<file path="config.mk">
export PLATFORM = sky130hd
export DESIGN_NAME = xcs_ram
export DESIGN_NICKNAME = d
export VERILOG_FILES = /design/src/rtl/core/xcs_ram.sv
export SDC_FILE = /design/constraint.sdc
export NUM_CORES = 2
export LEC_CHECK = 0
export ABC_AREA = 1
export BUFFER_PORTS_ARGS = -buffer_cell sky130_fd_sc_hd__clkbuf_2
export CAP_MARGIN = 20
export CELL_PAD_IN_SITES_DETAIL_PLACEMENT = 0
export CELL_PAD_IN_SITES_GLOBAL_PLACEMENT = 1
export CORE_ASPECT_RATIO = 1.2
export CORE_MARGIN = 2
export CORE_UTILIZATION = 30
export CTS_CLUSTER_SIZE = 25
export DETAILED_ROUTE_END_ITERATION = 10
export PLACE_DENSITY = 0.47
export SYNTH_ARGS = -nofsm -noshare
export SYNTH_HDL_FRONTEND = slang
export SYNTH_SLANG_ARGS = --single-unit
</file>
<file path="constraint.sdc">
create_clock -name clk -period 2.9 [get_ports clk]
set_clock_uncertainty 0.05 [all_clocks]
set_input_delay 0.435 -clock clk [delete_from_list [all_inputs] [get_ports clk]]
set_output_delay 0.435 -clock clk [all_outputs]
set_load 0.01 [all_outputs]
</file>
<file path="src/rtl/core/xcs_ram.sv">
// ----------------------------------------------------------------------------
// xcs_ram
// Generic simple dual-port RAM: one write port, one read port, registered read.
// ----------------------------------------------------------------------------
`default_nettype none

module xcs_ram #(
	parameter int unsigned WIDTH = 8,
	parameter int unsigned DEPTH = 256
) (
	input  wire logic                     clk,
	input  wire logic                     we,
	input  wire logic [$clog2(DEPTH)-1:0] waddr,
	input  wire logic [WIDTH-1:0]         wdata,
	input  wire logic                     re,
	input  wire logic [$clog2(DEPTH)-1:0] raddr,
	output      logic [WIDTH-1:0]         rdata
);

	logic [WIDTH-1:0] mem_q [DEPTH];

	always_ff @(posedge clk) begin
		if (we) begin
			mem_q[waddr] <= wdata;
		end
		if (re) begin
			rdata <= mem_q[raddr];
		end
	end

endmodule

`default_nettype wire

</file>
After elaboration in Yosys (flattened, before gate mapping)
Memory sizes are Yosys's and may differ from the RTL's. A register that Yosys moved wholly into a read port is not among the register bits.
Cells that the tools add are included.
- memory bits (writable): 2048
- memory bits (read-only): 0
- latch bits: 0
- output and inout bits: 8
- bits in registers: 0
- memories: 1
- memory list (memory ; words ; bits a word ; read ports ; clocked after Yosys merged registers in ; wr ports ; line ; text):
    mem_q ; 256 ; 8 ; 1 ; 1 ; 1 ; 20 ; logic [WIDTH-1:0] mem_q [DEPTH];
- add/sub/neg operators: 0
- reductions and logical operators: 0
- $lt $le $gt $ge: 0
- bitwise logic cells: 0
- equality and inequality tests: 0
- shifts and indexed selects: 0
- multipliers: 0
- divide/modulo/power cells: 0
- multiplexer cells: 2
- operators by type and width (operator ; number):
    two-way mux 1 bit ; 2

Logic depth before layout (Yosys ltp)
- depth in word-level cells: 2
- mapped depth: 15

Worst setup path before layout
No wires, ideal clock.
- path kind: input port to flip-flop
- from: input port we
- to: memory mem_q[162][0], enable pin
- required time: 2.480 ns
- setup slack: 0.924 ns
- library setup time: 0.370 ns
- cell stages on the path: 4
- arrival time: 1.556 ns
- path through: clkbuf_1 nand3_1 clkbuf_1 nor2_1
- longest elaborated chain between the ends: 2
- ends and longest elaborated chain (item ; line ; text):
    from (decl) ; 12 ; input wire logic we,
    two-way mux 1 bit ; 23 ; if (we) begin
    two-way mux 1 bit (implied by the code) ; 24 ; mem_q[waddr] <= wdata;
    to (decl) ; 20 ;
Every way passes these cells.

==> qor.csv <==
stage,metric,value,unit
outcome,run status,finished clean,
routing,drt wl/cell,25.73,µm
cells_and_area,fin nets,7446,
logic_synthesis,Synth top cells by count,"2123 x nand2_1, 2056 x edfxtp_1, 2019 x nand3_1",
die,initial cell density of the core,30.09,%
grt,initial antenna violation count,17,
routing,routed wire length,289.0,mm
routing,routed via count,55030,
power,Leak,34.95,nW
critical_path,CP Data Required Time,3.47,ns
routing,DRC viols,0,
sta,Worst Max-Slew Pin Slew,1.052,ns
sta,Final period util,83.63,%
logic_synthesis,number of synthesized flops with an enable pin,2056,
logic_synthesis,Mapped Cells,7003,
cts,root buffer cell,clkbuf_16,
grt,Tot GR Track Use,20.19,%
critical_path,kind of critical path,input port to flop,
sta,Pins Over Slew Limit,0,
logic_synthesis,yosys warns,0,
routing,post-route ant nets,0,
logic_synthesis,synth unique cells,13,
grt,largest net degree at the start of global routing,85,
logic_synthesis,synth top area cells,"edfxtp_1 74%, nand3_1 12%, nand2_1 9.5%",
die,row count,212,
place,placed inst area,92450,µm²
power,maximum vdd drop,0.4358,mV
sta,setup TNS,0,ns
grt,first-pass GRT wire length,414.5,mm
flow_run,# Max-Cap Violations,0,
routing,1st-iter DRT viols,4332,
cts,clk_lat worst skew,0.90,ns
power,P per Cell Area,649.5,nW/µm²
cts,CTS sink cnt,2056,
sta,# setup viols final,0,
sta,unrepaired setup endpoints after global routing,false,
cts,"Reg clk slew, reported paths",0.06,ns
cells_and_area,Layout area overhead,18.90,%
logic_synthesis,top_reg_cell synth,edfxtp_1,
die,Chip Height,581.8,µm
cts,Clock Path Buffers,4,
logic_synthesis,Mapped Nets,7030,
cells_and_area,Final Cell Area,99250,µm²
place,# port buffers,34,
place,placer congestion estimate,0.8017,
grt,grt ovf,0,
cts,CTS H-tree depth,4,
sta,Max transition margin,29.60,%
place,hpwl dp,183.2,mm
critical_path,crit start category,input port,
sta,final hold violations,0,
critical_path,WP data arrival,2.99,ns
critical_path,worst-path fanout max,23,
logic_synthesis,largest area contributor in the netlist,edfxtp_1,
die,Die X-Extent,485.5,µm
die,core area,277500,µm²
logic_synthesis,area of the mapped netlist,83480,µm²
cts,CTS tree,built,
grt,vias in the first global route,55740,
logic_synthesis,Async SR Flop Fraction,0,%
hold_path,Hold WC Path Type,input port to flop,
sta,final hold slack,0.1775,ns
routing,drt pass-1 iters,5,
logic_synthesis,most numerous cell in the Yosys netlist,nand2_1,
die,die area,282500,µm²
logic_synthesis,register bit total from synthesis,2056,
power,total power,0.06446,W
routing,vias per inst,4.900,
critical_path,CP Capture Type,flop,
die,# IOs,35,
logic_synthesis,Yosys top cell area share,73.96,%
cts,TritonCTS buffer count,222,
cells_and_area,Final Core Density,35.77,%
logic_synthesis,register area share after synthesis,73.96,%
sta,fin crit period,2.425,ns
logic_synthesis,syn_area_per_cell,11.92,µm²
sta,Max Clk Rate,0.4123,GHz
cells_and_area,share of layout cells above drive strength 1,12.84,%
cells by family after synthesis:
logic type | Yosys count | synth area share, %
simple gates | 4425 | 22.92
buf+inv | 522 | 3.116
flops | 2056 | 73.96
registers in the layout (all words and copies together), names as in the netlist:
signal and flops:
rdata 8, mem_q 2048
layout by cell type, fill, tap and decap left out, drive strengths merged:
cell type / netlist / final
buf: 371 / 646
bufinv: 0 / 14
clkbuf: 112 / 297
clkinv: 0 / 98
diode: 0 / 8
dlygate4sd3: 0 / 8
edfxtp: 2056 / 2056
inv: 39 / 42
nand2: 2123 / 2123
nand3: 2019 / 2019
nor2: 283 / 283
power breakdown:
part | leakage, nW | switching, W | internal, W
Sequential | 18.5 | 0.0000531 | 0.0328
Combinational | 13.2 | 0.00324 | 0.00128
Clock | 3.30 | 0.0118 | 0.0153
critical path, cell delays in order:
cell     delay, ns
buf_8         0.14
inv_8         0.15
buf_12        0.21
buf_12        0.22
buf_4         0.26
nand3_1       0.10
nand3_1       0.15
nand3_1       0.14
nand3_1       0.09
nand3_1       0.21
nand3_1       0.31
nand2_1       0.18
nand2_1       0.21
nand2_1       0.09
area by class of cell:
cell class	instances	area (µm²)
inverter	39	182.7
fill	27370	178200
clock inverter	115	877.1
clock buffer	276	5822
timing repair buffer	675	6885
sequential	2056	61740
antenna	8	20.02
tap	3638	4552
multi-input combinational	4425	19180
path summary, 6_finish.rpt:
| path | from | cells after the start | slack (ns) | to |
|---|---|---|---|---|
| max | raddr[1] | 14 | 0.47 | rdata[6]$_DFFE_PP_ |
| min | re | 1 | 0.18 | rdata[3]$_DFFE_PP_ |
| max reg2reg | mem_q[233][4]$_DFFE_PP_ | 10 | 0.52 | rdata[4]$_DFFE_PP_ |
| min reg2reg | mem_q[84][7]$_DFFE_PP_ | 10 | 1.05 | rdata[7]$_DFFE_PP_ |
per-layer routing:
layer | wire (µm) | up-vias | global-route usage [%]
li1 | - | 25730 | -
met5 | 0 | - | 0
met4 | 8788 | 0 | 5.754
met3 | 11460 | 387 | 2.349
met2 | 143600 | 1156 | 35.04
met1 | 125200 | 27760 | 26.52
metrics by stage:
| stage | worst slack, ns | instances |
|---|---|---|
| floorplan | 0.9235 | 7003 |
| global placement | -0.3962 | 10830 |
| detailed placement | -0.4199 | 10830 |
| CTS | 0.4269 | 11220 |
| global route | 0.4565 | 11230 |
| finish | 0.4747 | 11230 |
timing repair:
action / CTS / global route
resized for setup: 0 / 0
setup buffers: 0 / 0
hold buffers: 8 / 0
endpoints found under the hold margin: 218 / 0
No activity file was read; power rests on OpenSTA's default activity.
