### src/rtl/core/xcs_pkg.sv
// ----------------------------------------------------------------------------
// xcs_pkg
// Types and constants shared by the XMODEM checksum sender modules.
// ----------------------------------------------------------------------------
`default_nettype none

package xcs_pkg;

	// Fixed frame geometry.
	localparam int unsigned BLOCK_BYTES = 128;
	localparam logic [7:0]  FRAME_BYTES = 8'(BLOCK_BYTES + 4);
	localparam logic [7:0]  DATA_FIRST  = 8'd3;
	localparam logic [7:0]  DATA_END    = 8'(BLOCK_BYTES + 3);
	localparam logic [7:0]  BLOCK_CHUNK = 8'(BLOCK_BYTES);

	// Protocol bytes.
	localparam logic [7:0] BYTE_SOH = 8'h01;
	localparam logic [7:0] BYTE_EOT = 8'h04;
	localparam logic [7:0] BYTE_ACK = 8'h06;
	localparam logic [7:0] BYTE_NAK = 8'h15;
	localparam logic [7:0] BYTE_CAN = 8'h18;
	localparam logic [7:0] PAD_BYTE = 8'h1A;

	localparam logic [7:0] DEFAULT_TIMEOUT = 8'd60;

	// Configuration register indexes.
	localparam logic [1:0] REG_START_OFFSET  = 2'd0;
	localparam logic [1:0] REG_AREA_LENGTH   = 2'd1;
	localparam logic [1:0] REG_TIMEOUT_TICKS = 2'd2;

	typedef enum logic [1:0] {
		OP_LOAD = 2'd0,
		OP_TICK = 2'd1,
		OP_RECV = 2'd2,
		OP_PULL = 2'd3
	} op_t;

	typedef enum logic [1:0] {
		EV_NONE    = 2'd0,
		EV_DONE    = 2'd1,
		EV_TIMEOUT = 2'd2,
		EV_CANCEL  = 2'd3
	} ev_t;

	// Where the transmitted byte comes from once the store data is back.
	typedef enum logic [1:0] {
		SRC_CONST = 2'd0,
		SRC_DATA  = 2'd1,
		SRC_SUM   = 2'd2
	} src_t;

	// One word in flight between the control stage and the output stage.
	typedef struct packed {
		logic       tx_valid;
		logic       tx_last;
		logic [7:0] tx_byte;
		src_t       src;
		logic       add_sum;
		logic       clr_sum;
		logic       phase;
		logic [7:0] block_number;
		ev_t        event_res;
	} xcs_s1_t;

endpackage

`default_nettype wire

### src/rtl/core/xcs_out.sv
// ----------------------------------------------------------------------------
// xcs_out
// Output stage: picks the frame byte, keeps the data sum, holds the result.
// ----------------------------------------------------------------------------
`default_nettype none

module xcs_out import xcs_pkg::*; (
	input  wire logic       clk,
	input  wire logic       arst_n,
	input  wire logic       move,
	input  wire logic       res_stall,
	input  wire xcs_s1_t    word_s1,
	input  wire logic [7:0] rd_data,
	output      logic       res_valid,
	output      logic       tx_valid,
	output      logic [7:0] tx_byte,
	output      logic       tx_last,
	output      logic       phase,
	output      logic [7:0] block_number,
	output      logic [1:0] event_res
);

	logic [7:0] sum_q;
	logic [7:0] byte_c;

	always_comb begin
		case (word_s1.src)
			SRC_DATA: byte_c = rd_data;
			SRC_SUM:  byte_c = sum_q;
			default:  byte_c = word_s1.tx_byte;
		endcase
	end

	// The sum follows the word order, so it is kept here rather than in stage one.
	always_ff @(posedge clk or negedge arst_n) begin
		if (!arst_n) begin
			sum_q     <= '0;
			res_valid <= 1'b0;
		end else begin
			if (move) begin
				res_valid <= 1'b1;
				if (word_s1.clr_sum) begin
					sum_q <= '0;
				end else if (word_s1.add_sum) begin
					sum_q <= sum_q + byte_c;
				end
			end else if (!res_stall) begin
				res_valid <= 1'b0;
			end
		end
	end

	always_ff @(posedge clk) begin
		if (move) begin
			tx_valid     <= word_s1.tx_valid;
			tx_byte      <= byte_c;
			tx_last      <= word_s1.tx_last;
			phase        <= word_s1.phase;
			block_number <= word_s1.block_number;
			event_res    <= word_s1.event_res;
		end
	end

endmodule

`default_nettype wire

### config.mk
export PLATFORM = sky130hd
export DESIGN_NAME = xcs_out
export DESIGN_NICKNAME = d
export VERILOG_FILES = /design/src/rtl/core/xcs_pkg.sv /design/src/rtl/core/xcs_out.sv
export SDC_FILE = /design/constraint.sdc
export NUM_CORES = 1
export LEC_CHECK = 0
export BUFFER_PORTS_ARGS = -buffer_cell sky130_fd_sc_hd__buf_4
export CAP_MARGIN = 15
export CORE_ASPECT_RATIO = 0.6
export CORE_UTILIZATION = 43
export DETAILED_ROUTE_END_ITERATION = 8
export PLACE_DENSITY = 0.75
export REMOVE_ABC_BUFFERS = 1
export SETUP_SLACK_MARGIN = 0.1
export SLEW_MARGIN = 15
export SYNTH_ARGS = -nofsm -noshare
export SYNTH_HDL_FRONTEND = slang
export SYNTH_SLANG_ARGS = --single-unit
### constraint.sdc
create_clock -name clk -period 1.85 [get_ports clk]
set_input_delay 0.185 -clock clk [delete_from_list [all_inputs] [get_ports clk]]
set_output_delay 0.185 -clock clk [all_outputs]
set_load 0.02 [all_outputs]
=== Word level (Yosys, flattened, before mapping) ===
Index checks and enable logic that the tools add are counted.

* Register bits: 30
* Bits of input ports: 37
* Output and inout bits: 22
* Word-level logic and storage cells: 19

* $add $sub $neg: 1
* Equal/unequal tests: 3
* Multiplexer cells: 5
* Reduce and logical (&&, ||, !) cells: 2

{| class="wikitable"
|+ Operators by type and width
! cell !! number
|-
| 2-to-1 mux 8 bit || 2
|-
| case mux 8 bit (2 select lines) || 1
|-
| adder 8 bit || 1
|-
| equality test 2 x 1 -> 1 bit, second input constant || 1
|-
| equality test 2 bit, second input constant || 1
|-
| 2-to-1 mux 1 bit || 2
|-
| != test 2 bit, second input constant || 1
|-
| AND reduction 2 bit || 1
|-
| nonzero test 2 bit || 1
|}

=== Longest topological paths before layout ===
* Depth in word-level cells: 5
* Gate-level depth with buffers: 14
* Mapped depth without buffers: 12

=== Worst setup path after synthesis ===
OpenSTA, ideal clock, no wires.

* Path kind: input-to-reg
* Start: input word_s1[13] (netlist name)
* End: register sum_q[6]
* Library setup time: 0.121 ns
* Data arrival time: 2.380 ns
* Required time: 1.729 ns
* Path slack: -0.651 ns
* Cell stages on the path: 14
* Buffers on the path: 2
* Path through: inv_1 > ha_1 > clkbuf_1 > clkbuf_1 > nand2_1 > o21ai_0 > ha_1 > inv_1 > fa_1 > nor2b_4 > o31ai_2 > a21oi_1 > xor2_1 > a22o_1

* Cells in the longest elaborated chain, start to end: 5
* Elaborated cells on any way between the ends: 6
* Classes of those cells: add/sub (1); eq/ne (2); mux (3)

{| class="wikitable"
|+ RTL lines
! element !! line !! text
|-
| from (decl) || xcs_out.sv:12 || <nowiki>input wire xcs_s1_t word_s1,</nowiki>
|-
| equality test 2 bit / equality test 2 x 1 -> 1 bit (equally long branches) || xcs_out.sv:27 || <nowiki>case (word_s1.src)</nowiki>
|-
| case mux 8 bit (2 select lines) (*) || xcs_out.sv:27 ||
|-
| named net byte_c[0] || xcs_out.sv:24 || <nowiki>logic [7:0] byte_c;</nowiki>
|-
| adder 8 bit (*) || xcs_out.sv:45 || <nowiki>sum_q <= sum_q + byte_c;</nowiki>
|-
| 2-to-1 mux 8 bit (*) || xcs_out.sv:44 || <nowiki>end else if (word_s1.add_sum) begin</nowiki>
|-
| 2-to-1 mux 8 bit (*) || xcs_out.sv:42 || <nowiki>if (word_s1.clr_sum) begin</nowiki>
|-
| to (signal assigned) || xcs_out.sv:45 ||
|-
| to (decl) || xcs_out.sv:23 || <nowiki>logic [7:0] sum_q;</nowiki>
|}

Mark *: on every way through the listed nets, which the timed path passes. The rest lies on a longest branch. The select of a mux whose other input is x is not followed.
A chain may end at the register's enable or synchronous reset.

=== Final worst setup path ===
* Start: register sum_q[0]
* End: register sum_q[6]

* Cells in the longest elaborated chain, start to end: 4

{| class="wikitable"
|+ RTL lines
! element !! line
|-
| case mux 8 bit (2 select lines) || xcs_out.sv:27
|-
| named net byte_c[0] || xcs_out.sv:24
|-
| adder 8 bit || xcs_out.sv:45
|-
| 2-to-1 mux 8 bit || xcs_out.sv:44
|-
| 2-to-1 mux 8 bit || xcs_out.sv:42
|}

The timed path passes the listed nets, and every way through them passes these cells. The select of a mux whose other input is x is not followed.

==> flow_metrics.tcl <==
set metrics [dict create \
    drtIter0Drc 91 \
    synth-seq-cells 30 \
    wl_per_cell_microns 16.18 \
    seq_area_frac_synth_pct 57.97 \
    drt_pass1_iterations 4 \
    skew_ns 0.006637 \
    report.final.slew_viol_count 0 \
    power.leakage_nw 1.098 \
    dp_hpwl_microns 2801 \
    core-area_sq_um 3263 \
    async_reset_ff_share_pct 30.00 \
    end_kind "flop" \
    hold_path.class "in2reg" \
    root_buffer "clkbuf_8" \
    finalSetupViolCount 7 \
    wl_met1_microns 1706 \
    num_vias 1358 \
    critPathRequiredTime_ns 2.02 \
    worst_slew_pin_slew_ns 0.8223 \
    synth.distinct_cells 33 \
    num_rows 16 \
    r2r_setup_slack_ns -0.18 \
    drc 0 \
    cts_inserted_buffers 5 \
    antenna_found_initial 0 \
    avgSynthCellArea_sq_um 12.00 \
    drive_above_1_share_pct 57.55 \
    area_growth_syn_to_layout_pct 66.02 \
    path_clk_slew_ns 0.07 \
    reg2reg_depth 10 \
    dp_slack_ns -0.6466 \
    grt_setup_unrepaired "yes" \
    hold_depth 1 \
    via_per_inst 5.284 \
    highest_layer "met4" \
    portBuffers 58 \
    r2r-end "sum_q[6]" \
    maxSlewHeadroom_pct 44.82 \
    synth_area_sq_um 1476 \
    grt_pass1_vias 1114 \
    die_area_sq_um 3680 \
    grt_max_degree 25 \
    die_h_microns 47.39 \
    gp_congestion 0.9112 \
    worstPathArrival_ns 2.20 \
    htreeDepth 2 \
    wl_met3_microns 419 \
    hp-start "word_s1[6]" \
    crit_path_start_kind "flop" \
    die_w_microns 77.65 \
    failed_checks "negative setup slack" \
    min_period_ns 2.027 \
    io_pins 59 \
    holdPathEnd "block_number[4]" \
    cts.sinks 30 \
    path_class "reg2reg" \
    final_common_cell "buf_4" \
    nets 259 \
    final_cell_count_no_fill 257 \
    overflow 0 \
    outcome "finished, violations left" \
    cts_buffer_depth 2 \
    num_antenna_cells 0 \
    crit_fanout 2 \
    finalCritPeriodShare_pct 109.6 \
    maxCapViolCount 0 \
    met2_length_microns 1925 \
    clk_latency_ns 0.28 \
    hold_violations 0 \
    syn_inst 123 \
    synth_warnings 0 \
    initial_core_util_pct 45.25 \
    drtAntennaViolNets 0 \
    track_usage_pct 21.04 \
    post-place-cells 246 \
    wirelength_microns 4159 \
    ys.flop_type "edfxtp_1" \
    setup_ws_ns -0.1772 \
    peakVddDrop_mv 0.4504 \
    cts_tree "built" \
    mostFrequentLayoutCells "buf_4 (86), edfxtp_1 (21), nand2_1 (16)" \
    r2r-start "sum_q[0]" \
    grt_pass1_wl_microns 5278 \
    p_per_area_nw_per_um2 966.4 \
    max_freq_mhz 493.3 \
    synth_edf_count 21 \
]
## cell usage after synthesis (all sizes together) (3+ instances only)
cell / instances / area, sq um
a21oi: 4 / 20.02
a22o: 3 / 26.28
a22oi: 8 / 60.06
buf: 3 / 15.01
dfrtp: 9 / 225.2
edfxtp: 21 / 630.6
ha: 9 / 112.6
inv: 6 / 22.52
nand2: 16 / 60.06
nor2: 4 / 15.01
o21ai: 13 / 68.81
xor2: 4 / 35.03
## power by group
| part | switching, mW | internal (mW) |
|---|---|---|
| Sequential | 0.0584 | 0.815 |
| Clock | 0.235 | 0.389 |
| Combinational | 0.414 | 0.457 |
| Total | 0.708 | 1.66 |
## through the flow
stage	cell area, sq um	TNS [ns]	hold WS [ns]	power, mW	util [%]
finish	2451	-0.4178	0.08063	2.369	75.12
global route	2451	-0.8850	0.07145	2.476	75.12
CTS	2275	-0.5557	0.07568	2.214	69.71
detailed placement	2133	-3.546	0.01943	1.575	65.38
global placement	2133	-3.109	0.01796	1.554	65.38
floorplan	1454	-1.372	-0.1106	1.217	-
## how the worst max path moves through the flow
| stage | from | end | slack [ns] | depth (start not counted) |
|---|---|---|---|---|
| 4_1_cts | sum_q[0] | sum_q[6] | -0.15 | 10 |
| 5_1_grt | sum_q[0] | sum_q[6] | -0.23 | 10 |
| 3_5_place_dp | word_s1[14] | sum_q[6] | -0.65 | 13 |
| 2_1_floorplan | word_s1[13] | sum_q[6] | -0.42 | 11 |
| 6_report | sum_q[0] | sum_q[6] | -0.18 | 10 |
| 3_3_place_gp | word_s1[13] | sum_q[7] | -0.54 | 11 |
## cell families (layout without fill, tap and decap cells)
logic type / count (synthesis) / in the layout / share of synthesized area (%)
adder cells (fa/ha/maj): 10 / 10 / 8.983
XOR/XNOR: 5 / 5 / 2.966
multiplexers: 1 / 1 / 0.6780
buffers and inverters: 11 / 100 / 3.051
flip-flops: 30 / 30 / 57.97
AO/OA/AOI/OAI: 37 / 37 / 16.95
AND/OR/NAND/NOR: 29 / 29 / 9.408
## worst max-delay path, cell delays in order (launching register included)
cell and delay, ns:
dfrtp_1 0.37, a22oi_2 0.09, o21ai_2 0.15, ha_2 0.22
inv_2 0.05, fa_2 0.38, nor2b_4 0.15, o31ai_4 0.09
a21oi_2 0.16, xor2_1 0.08, a22o_1 0.18
## state kept, by name, summed over array words and instances (netlist names)
| signal | cells |
|---|---|
| tx_valid | 1 |
| sum_q | 8 |
| block_number | 8 |
| tx_last | 1 |
| phase | 1 |
| res_valid | 1 |
| event_res | 2 |
| tx_byte | 8 |
## layout make-up
type                            count  area, sq um
Clock buffer                        5        68.82
Inverter                            6        22.52
Timing Repair Buffer               87        655.6
Multi-Input combinational cell     82        758.2
Tap cell                           45        56.30
Clock inverter                      2        33.78
Sequential cell                    30        855.8
Fill cell                         185        812.0
## per-layer routing
metal  GRT usage (%)  vias to the layer above
li1                -                      628
met1           26.37                      634
met2           31.50                       83
met3           9.903                       13
met4           10.19                        0
met5               0                        -
## what timing repair did
action / 4_1_cts / 5_1_grt
setup buffers: 1 / 2
hold buffers: 1 / 0
gates resized for setup: 10 / 30
setup endpoints to repair: 7 / 7
hold endpoints to repair: 9 / 0
pin swaps: 3 / 17
Power figures use the tool's default switching activity.
