File: config.mk
export PLATFORM = sky130hd
export DESIGN_NAME = xcs_ctrl
export DESIGN_NICKNAME = d
export VERILOG_FILES = /design/src/rtl/core/xcs_pkg.sv /design/src/rtl/core/xcs_ctrl.sv
export SDC_FILE = /design/constraint.sdc
export NUM_CORES = 1
export LEC_CHECK = 0
export BUFFER_PORTS_ARGS = -buffer_cell sky130_fd_sc_hd__buf_2
export CORE_ASPECT_RATIO = 1.5
export CORE_MARGIN = 1
export CORE_UTILIZATION = 30
export DETAILED_ROUTE_END_ITERATION = 8
export HOLD_SLACK_MARGIN = 0.08
export MAX_ROUTING_LAYER = met4
export PLACE_DENSITY = 0.49
export SLEW_MARGIN = 20
export SYNTH_ARGS = -nofsm -noshare
export SYNTH_HDL_FRONTEND = slang
export SYNTH_SLANG_ARGS = --single-unit
File: constraint.sdc
create_clock -name clk -period 3.5 [get_ports clk]
set_clock_uncertainty 0.15 [all_clocks]
set_input_delay 0.175 -clock clk [delete_from_list [all_inputs] [get_ports clk]]
set_output_delay 0.175 -clock clk [all_outputs]
set_load 0.01 [all_outputs]
File: src/rtl/core/xcs_pkg.sv
// ----------------------------------------------------------------------------
// xcs_pkg
// Types and constants shared by the XMODEM checksum sender modules.
// ----------------------------------------------------------------------------
`default_nettype none

package xcs_pkg;

	// Fixed frame geometry.
	localparam int unsigned BLOCK_BYTES = 128;
	localparam logic [7:0]  FRAME_BYTES = 8'(BLOCK_BYTES + 4);
	localparam logic [7:0]  DATA_FIRST  = 8'd3;
	localparam logic [7:0]  DATA_END    = 8'(BLOCK_BYTES + 3);
	localparam logic [7:0]  BLOCK_CHUNK = 8'(BLOCK_BYTES);

	// Protocol bytes.
	localparam logic [7:0] BYTE_SOH = 8'h01;
	localparam logic [7:0] BYTE_EOT = 8'h04;
	localparam logic [7:0] BYTE_ACK = 8'h06;
	localparam logic [7:0] BYTE_NAK = 8'h15;
	localparam logic [7:0] BYTE_CAN = 8'h18;
	localparam logic [7:0] PAD_BYTE = 8'h1A;

	localparam logic [7:0] DEFAULT_TIMEOUT = 8'd60;

	// Configuration register indexes.
	localparam logic [1:0] REG_START_OFFSET  = 2'd0;
	localparam logic [1:0] REG_AREA_LENGTH   = 2'd1;
	localparam logic [1:0] REG_TIMEOUT_TICKS = 2'd2;

	typedef enum logic [1:0] {
		OP_LOAD = 2'd0,
		OP_TICK = 2'd1,
		OP_RECV = 2'd2,
		OP_PULL = 2'd3
	} op_t;

	typedef enum logic [1:0] {
		EV_NONE    = 2'd0,
		EV_DONE    = 2'd1,
		EV_TIMEOUT = 2'd2,
		EV_CANCEL  = 2'd3
	} ev_t;

	// Where the transmitted byte comes from once the store data is back.
	typedef enum logic [1:0] {
		SRC_CONST = 2'd0,
		SRC_DATA  = 2'd1,
		SRC_SUM   = 2'd2
	} src_t;

	// One word in flight between the control stage and the output stage.
	typedef struct packed {
		logic       tx_valid;
		logic       tx_last;
		logic [7:0] tx_byte;
		src_t       src;
		logic       add_sum;
		logic       clr_sum;
		logic       phase;
		logic [7:0] block_number;
		ev_t        event_res;
	} xcs_s1_t;

endpackage

`default_nettype wire

File: src/rtl/core/xcs_ctrl.sv
// ----------------------------------------------------------------------------
// xcs_ctrl
// Configuration registers, transfer state and first pipeline stage.
// ----------------------------------------------------------------------------
`default_nettype none

module xcs_ctrl import xcs_pkg::*; #(
	parameter int unsigned AW = 16
) (
	input  wire logic          clk,
	input  wire logic          arst_n,
	input  wire logic          cfg_we,
	input  wire logic [1:0]    cfg_index,
	input  wire logic [16:0]   cfg_data,
	input  wire logic          accept,
	input  wire logic          s1_hold,
	input  wire logic [1:0]    operation,
	input  wire logic [7:0]    value,
	output      logic [AW-1:0] rd_addr,
	output      logic          valid_s1,
	output      xcs_s1_t       word_s1
);

	logic [15:0]   start_q;
	logic [16:0]   length_q;
	logic [7:0]    timeout_q;

	logic          phase_q,     phase_n;
	logic [7:0]    block_q,     block_n;
	logic [16:0]   remaining_q, remaining_n;
	logic [AW-1:0] rdptr_q,     rdptr_n;
	logic [7:0]    chunk_q,     chunk_n;
	logic [7:0]    elapsed_q,   elapsed_n;
	logic [7:0]    index_q,     index_n;
	logic          eot_q,       eot_n;

	logic          prep;
	logic [7:0]    frame_len;
	logic [7:0]    data_off;
	op_t           op;
	xcs_s1_t       word_c;

	assign op        = op_t'(operation);
	assign frame_len = eot_q ? 8'd1 : FRAME_BYTES;
	assign data_off  = index_q - DATA_FIRST;
	assign rd_addr   = rdptr_q + AW'(data_off);

	always_comb begin
		phase_n     = phase_q;
		block_n     = block_q;
		remaining_n = remaining_q;
		rdptr_n     = rdptr_q;
		chunk_n     = chunk_q;
		elapsed_n   = elapsed_q;
		index_n     = index_q;
		eot_n       = eot_q;
		prep        = 1'b0;
		word_c      = '0;
		word_c.src  = SRC_CONST;
		word_c.event_res = EV_NONE;

		case (op)
			OP_TICK: begin
				if (phase_q) begin
					if (elapsed_q != 8'hFF) begin
						elapsed_n = elapsed_q + 8'd1;
					end
					if (elapsed_n >= timeout_q) begin
						phase_n = 1'b0;
						word_c.event_res = EV_TIMEOUT;
					end
				end
			end
			OP_RECV: begin
				if (!phase_q) begin
					if (value == BYTE_NAK) begin
						phase_n     = 1'b1;
						block_n     = 8'd1;
						remaining_n = length_q;
						rdptr_n     = start_q[AW-1:0];
						prep        = 1'b1;
					end
				end else if (value == BYTE_ACK) begin
					if (eot_q) begin
						phase_n = 1'b0;
						word_c.event_res = EV_DONE;
					end else begin
						remaining_n = remaining_q - 17'(chunk_q);
						rdptr_n     = rdptr_q + AW'(chunk_q);
						block_n     = block_q + 8'd1;
						prep        = 1'b1;
					end
				end else if (value == BYTE_NAK) begin
					index_n        = 8'd0;
					word_c.clr_sum = 1'b1;
				end else if (value == BYTE_CAN) begin
					phase_n = 1'b0;
					word_c.event_res = EV_CANCEL;
				end
			end
			OP_PULL: begin
				if (phase_q && (index_q < frame_len)) begin
					word_c.tx_valid = 1'b1;
					word_c.tx_last  = (index_q + 8'd1 == frame_len);
					index_n         = index_q + 8'd1;
					if (eot_q) begin
						word_c.tx_byte = BYTE_EOT;
					end else if (index_q == 8'd0) begin
						word_c.tx_byte = BYTE_SOH;
					end else if (index_q == 8'd1) begin
						word_c.tx_byte = block_q;
					end else if (index_q == 8'd2) begin
						word_c.tx_byte = ~block_q;
					end else if (index_q < DATA_END) begin
						// Data bytes past the chunk are padding; both go into the sum.
						word_c.add_sum = 1'b1;
						if (data_off < chunk_q) begin
							word_c.src = SRC_DATA;
						end else begin
							word_c.tx_byte = PAD_BYTE;
						end
					end else begin
						word_c.src = SRC_SUM;
					end
				end
			end
			default: begin
			end
		endcase

		if (prep) begin
			eot_n          = (remaining_n == 17'd0);
			chunk_n        = (|remaining_n[16:7]) ? BLOCK_CHUNK : {1'b0, remaining_n[6:0]};
			index_n        = 8'd0;
			elapsed_n      = 8'd0;
			word_c.clr_sum = 1'b1;
		end

		word_c.phase        = phase_n;
		word_c.block_number = block_n;
	end

	always_ff @(posedge clk or negedge arst_n) begin
		if (!arst_n) begin
			start_q     <= '0;
			length_q    <= '0;
			timeout_q   <= DEFAULT_TIMEOUT;
			phase_q     <= 1'b0;
			block_q     <= 8'd1;
			remaining_q <= '0;
			rdptr_q     <= '0;
			chunk_q     <= '0;
			elapsed_q   <= '0;
			index_q     <= '0;
			eot_q       <= 1'b0;
			valid_s1    <= 1'b0;
		end else begin
			if (cfg_we) begin
				unique case (cfg_index)
					REG_START_OFFSET:  start_q   <= cfg_data[15:0];
					REG_AREA_LENGTH:   length_q  <= cfg_data;
					REG_TIMEOUT_TICKS: timeout_q <= cfg_data[7:0];
					default: begin
					end
				endcase
			end
			if (accept) begin
				phase_q     <= phase_n;
				block_q     <= block_n;
				remaining_q <= remaining_n;
				rdptr_q     <= rdptr_n;
				chunk_q     <= chunk_n;
				elapsed_q   <= elapsed_n;
				index_q     <= index_n;
				eot_q       <= eot_n;
			end
			valid_s1 <= accept | s1_hold;
		end
	end

	always_ff @(posedge clk) begin
		if (accept) begin
			word_s1 <= word_c;
		end
	end

endmodule

`default_nettype wire

-- Word-level counts from Yosys, hierarchy flattened
Index checks and enable logic that the tools add are counted.
- add/subtract/negate cells: 7
- multipliers: 0
- divide/modulo/power cells: 0
- order comparisons: 4
- equal/unequal tests: 18
- shift-type cells: 0
- muxes and demuxes: 65
- bitwise gates (word level): 5
- reduce and logical (&&, ||, !) cells: 21
- operators by type and width (operator ; number):
    $mux 8 ; 22
    $mux 17 ; 5
    $mux 16 ; 4
    $add 16x8->16 ; 2
    $add 8x1->8 const B ; 3
    $logic_not 17->1 ; 1
    $mux 1 ; 17
    $sub 17x8->17 ; 1
    $eq 8x5->1 const B ; 2
    $lt 8x8->1 ; 2
    $pmux 8 s2 ; 1
    $mux 2 ; 7
    $mux 13 ; 1
    $mux 3 ; 4
    $ne 3x3->1 const B ; 4
    $mux 5 ; 2
    $reduce_and 2->1 ; 5
    $reduce_or 10->1 ; 1
    $eq 8x1->1 const B ; 1
    $eq 8x2->1 const B ; 1
    $eq 8x3->1 const B ; 1
    $eq 8x8->1 ; 1
    $ge 8x8->1 ; 1
    $logic_not 8->1 ; 1
    other kinds (23) ; 30
- flip-flop bits (word level): 134
- bits in latches: 0
- memory bits (writable): 0
- bits in read-only memories: 0
- output and inout port bits: 42
- memories: 0

-- Longest topological paths before layout
Gate-level depths: netlist (run 1).
- word-level depth: 9
- mapped depth: 14
- mapped depth without buffers: 14

-- Least setup slack after synthesis (run 1)
Ideal clock, no wire load.
- path type: register -> output
- start: register index_q[5]
- end: output rd_addr[13]
- arrival: 2.704 ns
- required time: 3.175 ns
- path slack: 0.471 ns
- stages on the path, launching flop included: 12
- cell sequence: dfrtp_1 -> clkbuf_1 -> or3_1 -> or3_1 -> a21oi_1 -> xor2_1 -> ha_1 -> nand3_1 -> o31ai_1 -> nand3_1 -> nor2_1 -> xor2_1
- word-level cells in the longest chain between the ends: 2
- ends and longest elaborated chain (element ; RTL line ; source):
    start, declared ; xcs_ctrl.sv:34 ; logic [7:0] index_q, index_n;
    start signal, assigned ; xcs_ctrl.sv:174 ; index_q <= index_n;
    $sub 8x2->8 ; xcs_ctrl.sv:45 ; assign data_off = index_q - DATA_FIRST;
    $add 16x8->16 ; xcs_ctrl.sv:46 ; assign rd_addr = rdptr_q + AW'(data_off);
    end, declared ; xcs_ctrl.sv:19 ; output logic [AW-1:0] rd_addr,
No other way between the ends.

-- Worst setup path after layout (run 1)
- start: register index_q[6]
- end: output rd_addr[11]
The elaborated chain is that of the path after synthesis.

==> flow_summary.ini, run 1 <==
[outcome]
status = finished, final reports clean

[global_route]
grt_max_degree = 60
antenna_found_initial = 0
grt_pass1_vias = 7826
grt_first_pass_wirelength_um = 43080
grt_overflow_total = 0
grt.total_usage = 0.1984

[drt]
drtIter0Drc = 447
wl_per_cell_um = 18.52
vias = 7643
detail-route-antenna-nets = 0
drt_first_pass_iters = 7
totalWireLength_um = 27330
post-route-drc-count = 0
via_per_inst = 5.178

[floorplanning]
pin_count = 76
start_util = 0.3043
num_rows = 76
dieArea_um2 = 29730
coreArea_um2 = 28620
die_h_um = 210.7
chipWidth_um = 141.1

[timing]
maxSlewHeadroom = 0.3270
layout_min_cycle_time_ns = 3.497
finalSetupTns_ns = 0
setup_violations = 0
tightestPinTransition_ns = 1.006
fmax_mhz = 285.9
finalCritPeriodShare = 0.9992
slew_violations = 0
rsz0062_at_grt = yes
finalHoldViolCount = 0

[clock_tree]
cts_root_buf = clkbuf_16
cts_buffer_depth = 2
tritoncts = yes
clk_pin_slew_ns = 0.06
clk_latency_ns = 0.44
cts.sink_count = 134
htree_levels = 4
cts_inserted_buffers = 17

[layout]
areaGrowthSynthToFinish_pct = 25.67
final_net_count = 1161
fin_cells = 1476
fin_util = 0.3824
final_area_um2 = 10950
nFillCells = 2893
layout-drive-gt1-share = 0.2560
diodes = 0

[critical_path]
cp.required_ns = 3.17
critPathKind = register to output port
endpoint_kind = output port
cp_max_fo = 3
reg2reg_depth = 11
crit_path_cell_trace = or3_4, or3_4, a21oi_4, xor2_2, ha_4, and2_4, o21ai_2, o31ai_2, buf_4, nand3_4, buf_6, xnor2_2, buf_2
crit_top_cell = or3_4
critical-path-max-stage-delay_ns = 0.41
start_kind = register
timing.rr.end = chunk_q[7]$_DFFE_PN0P_
slowest_stage = or3_4
r2r_start = chunk_q[2]$_DFFE_PN0P_
rrSetupSlack_ns = 0.18
crit_arrival_ns = 3.17

[min_path]
hold_path.class = input port to register
whs_path_depth = 5
hold_path_end = remaining_q[6]$_DFFE_PN0P_
min_from = accept

[placed_design]
port_buffers = 75
placed_area_um2 = 9829
dp_hpwl_um = 20700
finalWeightedCongestion = 0.8836
dp_cells = 1416

[logic_synthesis]
synth_edf_count = 25
synth_seq_cells = 134
syn-num-nets = 1029
netlist_area_um2 = 8710
ys_warn_count = 0
ys.flop_type = dfrtp_1
synth-seq-area-share = 0.4001
synth.distinct_cells = 82
postSynthCellCount = 941
async_flop_share = 0.8134
syn_area_per_cell_um2 = 9.256

[power]
p_per_area_nw_per_um2 = 455.6
ir_worst_vdd_mv = 0.2477
leakage_nw = 4.739

[flow_run]
drv_cap = 0
## per-stage QoR
step / hold WS, ns / worst slack [ns] / total power (W)
detailed placement: 0.1549 / 0.04456 / 0.002879
finish: 0.1399 / 0.002827 / 0.004987
floorplan: -0.2706 / 0.4710 / 0.002503
global placement: 0.1526 / 0.06086 / 0.002870
global route: 0.1312 / -0.1099 / 0.005242
CTS: 0.1201 / -0.06847 / 0.005030
## critical path, delay by kind of cell, from the launching register on
family                     cells  cell delay, ns
and+or+nand+nor                4            1.06
adders and majority gates      1            0.24
buffers and inverters          3            0.42
xor gates and xnor gates       2            0.32
DFF                            1            0.37
AOI/OAI and AO/OA              3            0.33
## synth_stat cells (all sizes together), types with 8 or more instances
master / count / share of area
dfrtp: 104 / 0.30
nand2: 93 / 0.040
nor2: 91 / 0.040
o21ai: 80 / 0.046
ha: 51 / 0.073
a21oi: 50 / 0.029
mux2: 46 / 0.059
clkbuf: 43 / 0.019
inv: 39 / 0.017
nand3: 33 / 0.020
nor3: 29 / 0.017
edfxtp: 25 / 0.086
xnor2: 19 / 0.019
mux2i: 14 / 0.016
xor2: 12 / 0.012
o31ai: 11 / 0.0095
and2: 10 / 0.0075
and3: 10 / 0.0073
a211oi: 9 / 0.0078
a21o: 9 / 0.0078
a31oi: 9 / 0.0065
nand2b: 9 / 0.0065
nand4: 9 / 0.0082
o21a: 8 / 0.0069
## cell usage in the layout, fill, tap and decap left out, types with 37 or more instances in the layout
cell,instances
a21oi_1,45
buf_2,74
buf_4,60
dfrtp_1,101
ha_1,48
inv_1,37
mux2_2,46
nand2_1,92
nor2_1,87
o21ai_0,70
## timing repair
| action | 4_1_cts | 5_1_grt |
|---|---|---|
| resized for setup | 22 | 21 |
| setup endpoints to repair | 10 | 11 |
| buffers inserted | 6 | 3 |
| gates cloned | 0 | 0 |
| hold buffers | 19 | 0 |
| pin swaps | 9 | 7 |
| endpoints found under the hold margin | 89 | 0 |
## area by class of cell
type                            count  area, µm²  share of cell area
Tap cell                          390      488.0             0.04458
Clock inverter                     11      190.2             0.01738
Timing Repair Buffer              156       1054             0.09625
Inverter                           39      148.9             0.01360
Sequential cell                   134       3488              0.3187
Multi-Input combinational cell    725       5084              0.4644
Clock buffer                       21      493.0             0.04504
## routing by layer
metal  GRT usage  share of wire
met5           -              0
met4     0.09483          0.036
met3     0.03537          0.030
met2      0.3563           0.54
met1      0.2085           0.39
## report_power, final
group	leakage [nW]	internal [W]	switching, W	total (W)
Clock	0.334	0.00137	0.000726	0.00209
Combinational	2.81	0.000421	0.000535	0.000956
Sequential	1.60	0.00177	0.000163	0.00194
Total	4.74	0.00356	0.00142	0.00499
## sequential cells by signal, summed over array words and instances, names as in the netlist
name / count
chunk_q: 8
timeout_q: 8
rdptr_q: 16
word_s1: 25
start_q: 16
remaining_q: 17
elapsed_q: 8
phase_q: 1
eot_q: 1
valid_s1: 1
block_q: 8
index_q: 8
length_q: 17
## how the worst max path moves through the flow
stage,start,depth (start not counted),endpoint,slack [ns]
floorplan,index_q[5]$_DFFE_PN0P_,11,rd_addr[13],0.47
global placement,index_q[1]$_DFFE_PN0P_,14,rd_addr[10],0.06
detailed placement,index_q[1]$_DFFE_PN0P_,14,rd_addr[10],0.04
CTS,index_q[6]$_DFFE_PN0P_,12,rd_addr[15],-0.07
global route,index_q[6]$_DFFE_PN0P_,13,rd_addr[11],-0.11
finish,index_q[6]$_DFFE_PN0P_,13,rd_addr[11],0.003
## cells by family after synthesis
family,Yosys count,share of synthesized area
AOI/OAI and AO/OA,236,0.1743
xor gates and xnor gates,31,0.03117
adders and majority gates,54,0.08016
buffers and inverters,82,0.03534
DFF,134,0.4001
muxes,60,0.07556
and+or+nand+nor,344,0.2034
No activity file was read; power rests on OpenSTA's default activity.
==> inputs of run 2 (changes only) <==
- CELL_PAD_IN_SITES_DETAIL_PLACEMENT: default -> 1
- CELL_PAD_IN_SITES_GLOBAL_PLACEMENT: default -> 2
- PLACE_DENSITY: 0.49 -> 0.69
==> flow_summary.ini, run 2 (same netlist as run 1, synthesis figures left out) <==
[floorplanning]
die_h_um = 210.7
num_rows = 76
pin_count = 76
start_util = 0.3043
chipWidth_um = 141.1
coreArea_um2 = 28620
dieArea_um2 = 29730

[layout]
nFillCells = 3301
top_regs = word_s1 x25, length_q x17, remaining_q x17
final_net_count = 1189
final_cell_mix = dfrtp_1, nand2_1, nor2_1, buf_4, buf_2
layout-drive-gt1-share = 0.2801
fin_util = 0.3923
diodes = 0
areaGrowthSynthToFinish_pct = 28.93
final_common_cell = dfrtp_1
final_area_um2 = 11230
largest_reg_flops = 25
largest-register = word_s1
fin_cells = 1504

[critical_path]
crit_path_cell_trace = or3_4, or3_4, a21oi_4, xor2_4, ha_4, nand3_4, o31ai_4, nand3_4, nor2_2, xor2_2, buf_2
endpoint_kind = output port
cp_max_fo = 3
path_buf_inv = 1
slowest_stage = or3_4
critical-path-max-stage-delay_ns = 0.41
cp_top_family = simple AND/OR/NAND/NOR gates
cp.required_ns = 3.17
crit_arrival_ns = 3.24
start_kind = register
critPathKind = register to output port

[power]
power_w = 0.004697
p_per_area_nw_per_um2 = 418.3
leakage_nw = 4.865
ir_worst_vdd_mv = 0.3606

[placed_design]
placed_area_um2 = 10010
port_buffers = 75
dp_cells = 1439
finalWeightedCongestion = 0.8683
dp_hpwl_um = 22870

[flow_run]
drv_cap = 0

[clock_tree]
cts.sink_count = 134
tritoncts = yes
clk_latency_ns = 0.44
cts_inserted_buffers = 17
htree_levels = 4
clk_pin_slew_ns = 0.06
cts_root_buf = clkbuf_16
cts_buffer_depth = 2

[timing]
tightestPinTransition_ns = 1.022
finalCritPeriodShare = 1.018
rsz0062_at_grt = yes
layout_min_cycle_time_ns = 3.565
hold_slack_ns = 0.1172
fmax_mhz = 280.5
setup_ws_ns = -0.06471
setup_violations = 4
slew_violations = 0
finalHoldViolCount = 0
maxSlewHeadroom = 0.3168

[outcome]
violations = setup timing
status = finished with violations

[drt]
drtIter0Drc = 249
wl_per_cell_um = 20.66
vias = 7905
post-route-drc-count = 0
detail-route-antenna-nets = 0
via_per_inst = 5.256
totalWireLength_um = 31080
drt_first_pass_iters = 4

[global_route]
grt.total_usage = 0.2242
grt_pass1_vias = 8527
grt_max_degree = 60
grt_first_pass_wirelength_um = 48620
antenna_found_initial = 0
grt_overflow_total = 0

[min_path]
hold_path.class = input port to register
[run 2: cell count changes in the layout (fill, tap and decap cells not counted), sizes merged]
| cell | before | now |
|---|---|---|
| inv | 40 | 39 |
| clkinv | 4 | 7 |
| clkbuf | 21 | 22 |
| buf | 137 | 164 |
| bufinv | 5 | 2 |
| nand4 | 9 | 10 |
[run 2: area by class of cell]
cell class,count,area [µm²],share of cell area
well taps,390,488.0,0.04345
flip-flops and latches,134,3487,0.3105
inverters,39,146.4,0.01304
repair buffers,183,1272,0.1133
clock inverters,10,106.4,0.009471
multi-input cells,726,5285,0.4706
clock buffers,22,444.2,0.03955
[run 2: report_power, final]
group	switching, W	total [W]	internal (W)
Sequential	0.000162	0.00194	0.00177
Clock	0.000705	0.00174	0.00104
Combinational	0.000575	0.00102	0.000442
[run 2: routing by layer]
metal / wire [µm] / track usage
met1: 12120 / 0.2407
met2: 17150 / 0.4066
met3: 837 / 0.03061
met4: 973 / 0.1008
met5: 0 / -
[run 2: final timing paths]
| kind | startpoint | to | slack [ns] | cells after the start |
|---|---|---|---|---|
| max reg2reg | remaining_q[0]$_DFFE_PN0P_ | chunk_q[2]$_DFFE_PN0P_ | 0.21 | 13 |
| min reg2reg | length_q[11]$_DFFE_PN0P_ | length_q[11]$_DFFE_PN0P_ | 0.36 | 1 |
| max in group asynchronous | arst_n | rdptr_q[14]$_DFFE_PN0P_ | 2.01 | 4 |
| max | index_q[4]$_DFFE_PN0P_ | rd_addr[13] | -0.06 | 11 |
| min | accept | remaining_q[3]$_DFFE_PN0P_ | 0.12 | 4 |
| min in group asynchronous | arst_n | index_q[3]$_DFFE_PN0P_ | 0.22 | 2 |
[run 2: worst register-to-register path, cell delays in order, from the launching register on]
cell	delay (ns)
dfrtp_1	0.40
inv_1	0.07
ha_1	0.17
fa_1	0.21
nand2b_1	0.16
a21oi_1	0.08
buf_4	0.15
o31a_2	0.39
or4b_2	0.66
nand3_1	0.13
nor3_1	0.06
buf_4	0.18
a41oi_2	0.27
a21oi_1	0.08
[run 2: timing repair]
action,in CTS,in global routing
buffers inserted,7,7
hold buffers,19,0
endpoints found under the setup margin,9,13
pin swaps,10,18
endpoints found under the hold margin,92,0
resized for setup,38,34
cloned,0,1
[run 2: metrics by stage]
stage / setup WS, ns / setup TNS (ns)
floorplan: 0.4710 / 0
global placement: -0.02134 / -0.04978
detailed placement: -0.06003 / -0.09710
CTS: -0.2382 / -0.9802
global route: -0.1521 / -0.7314
finish: -0.06471 / -0.2153
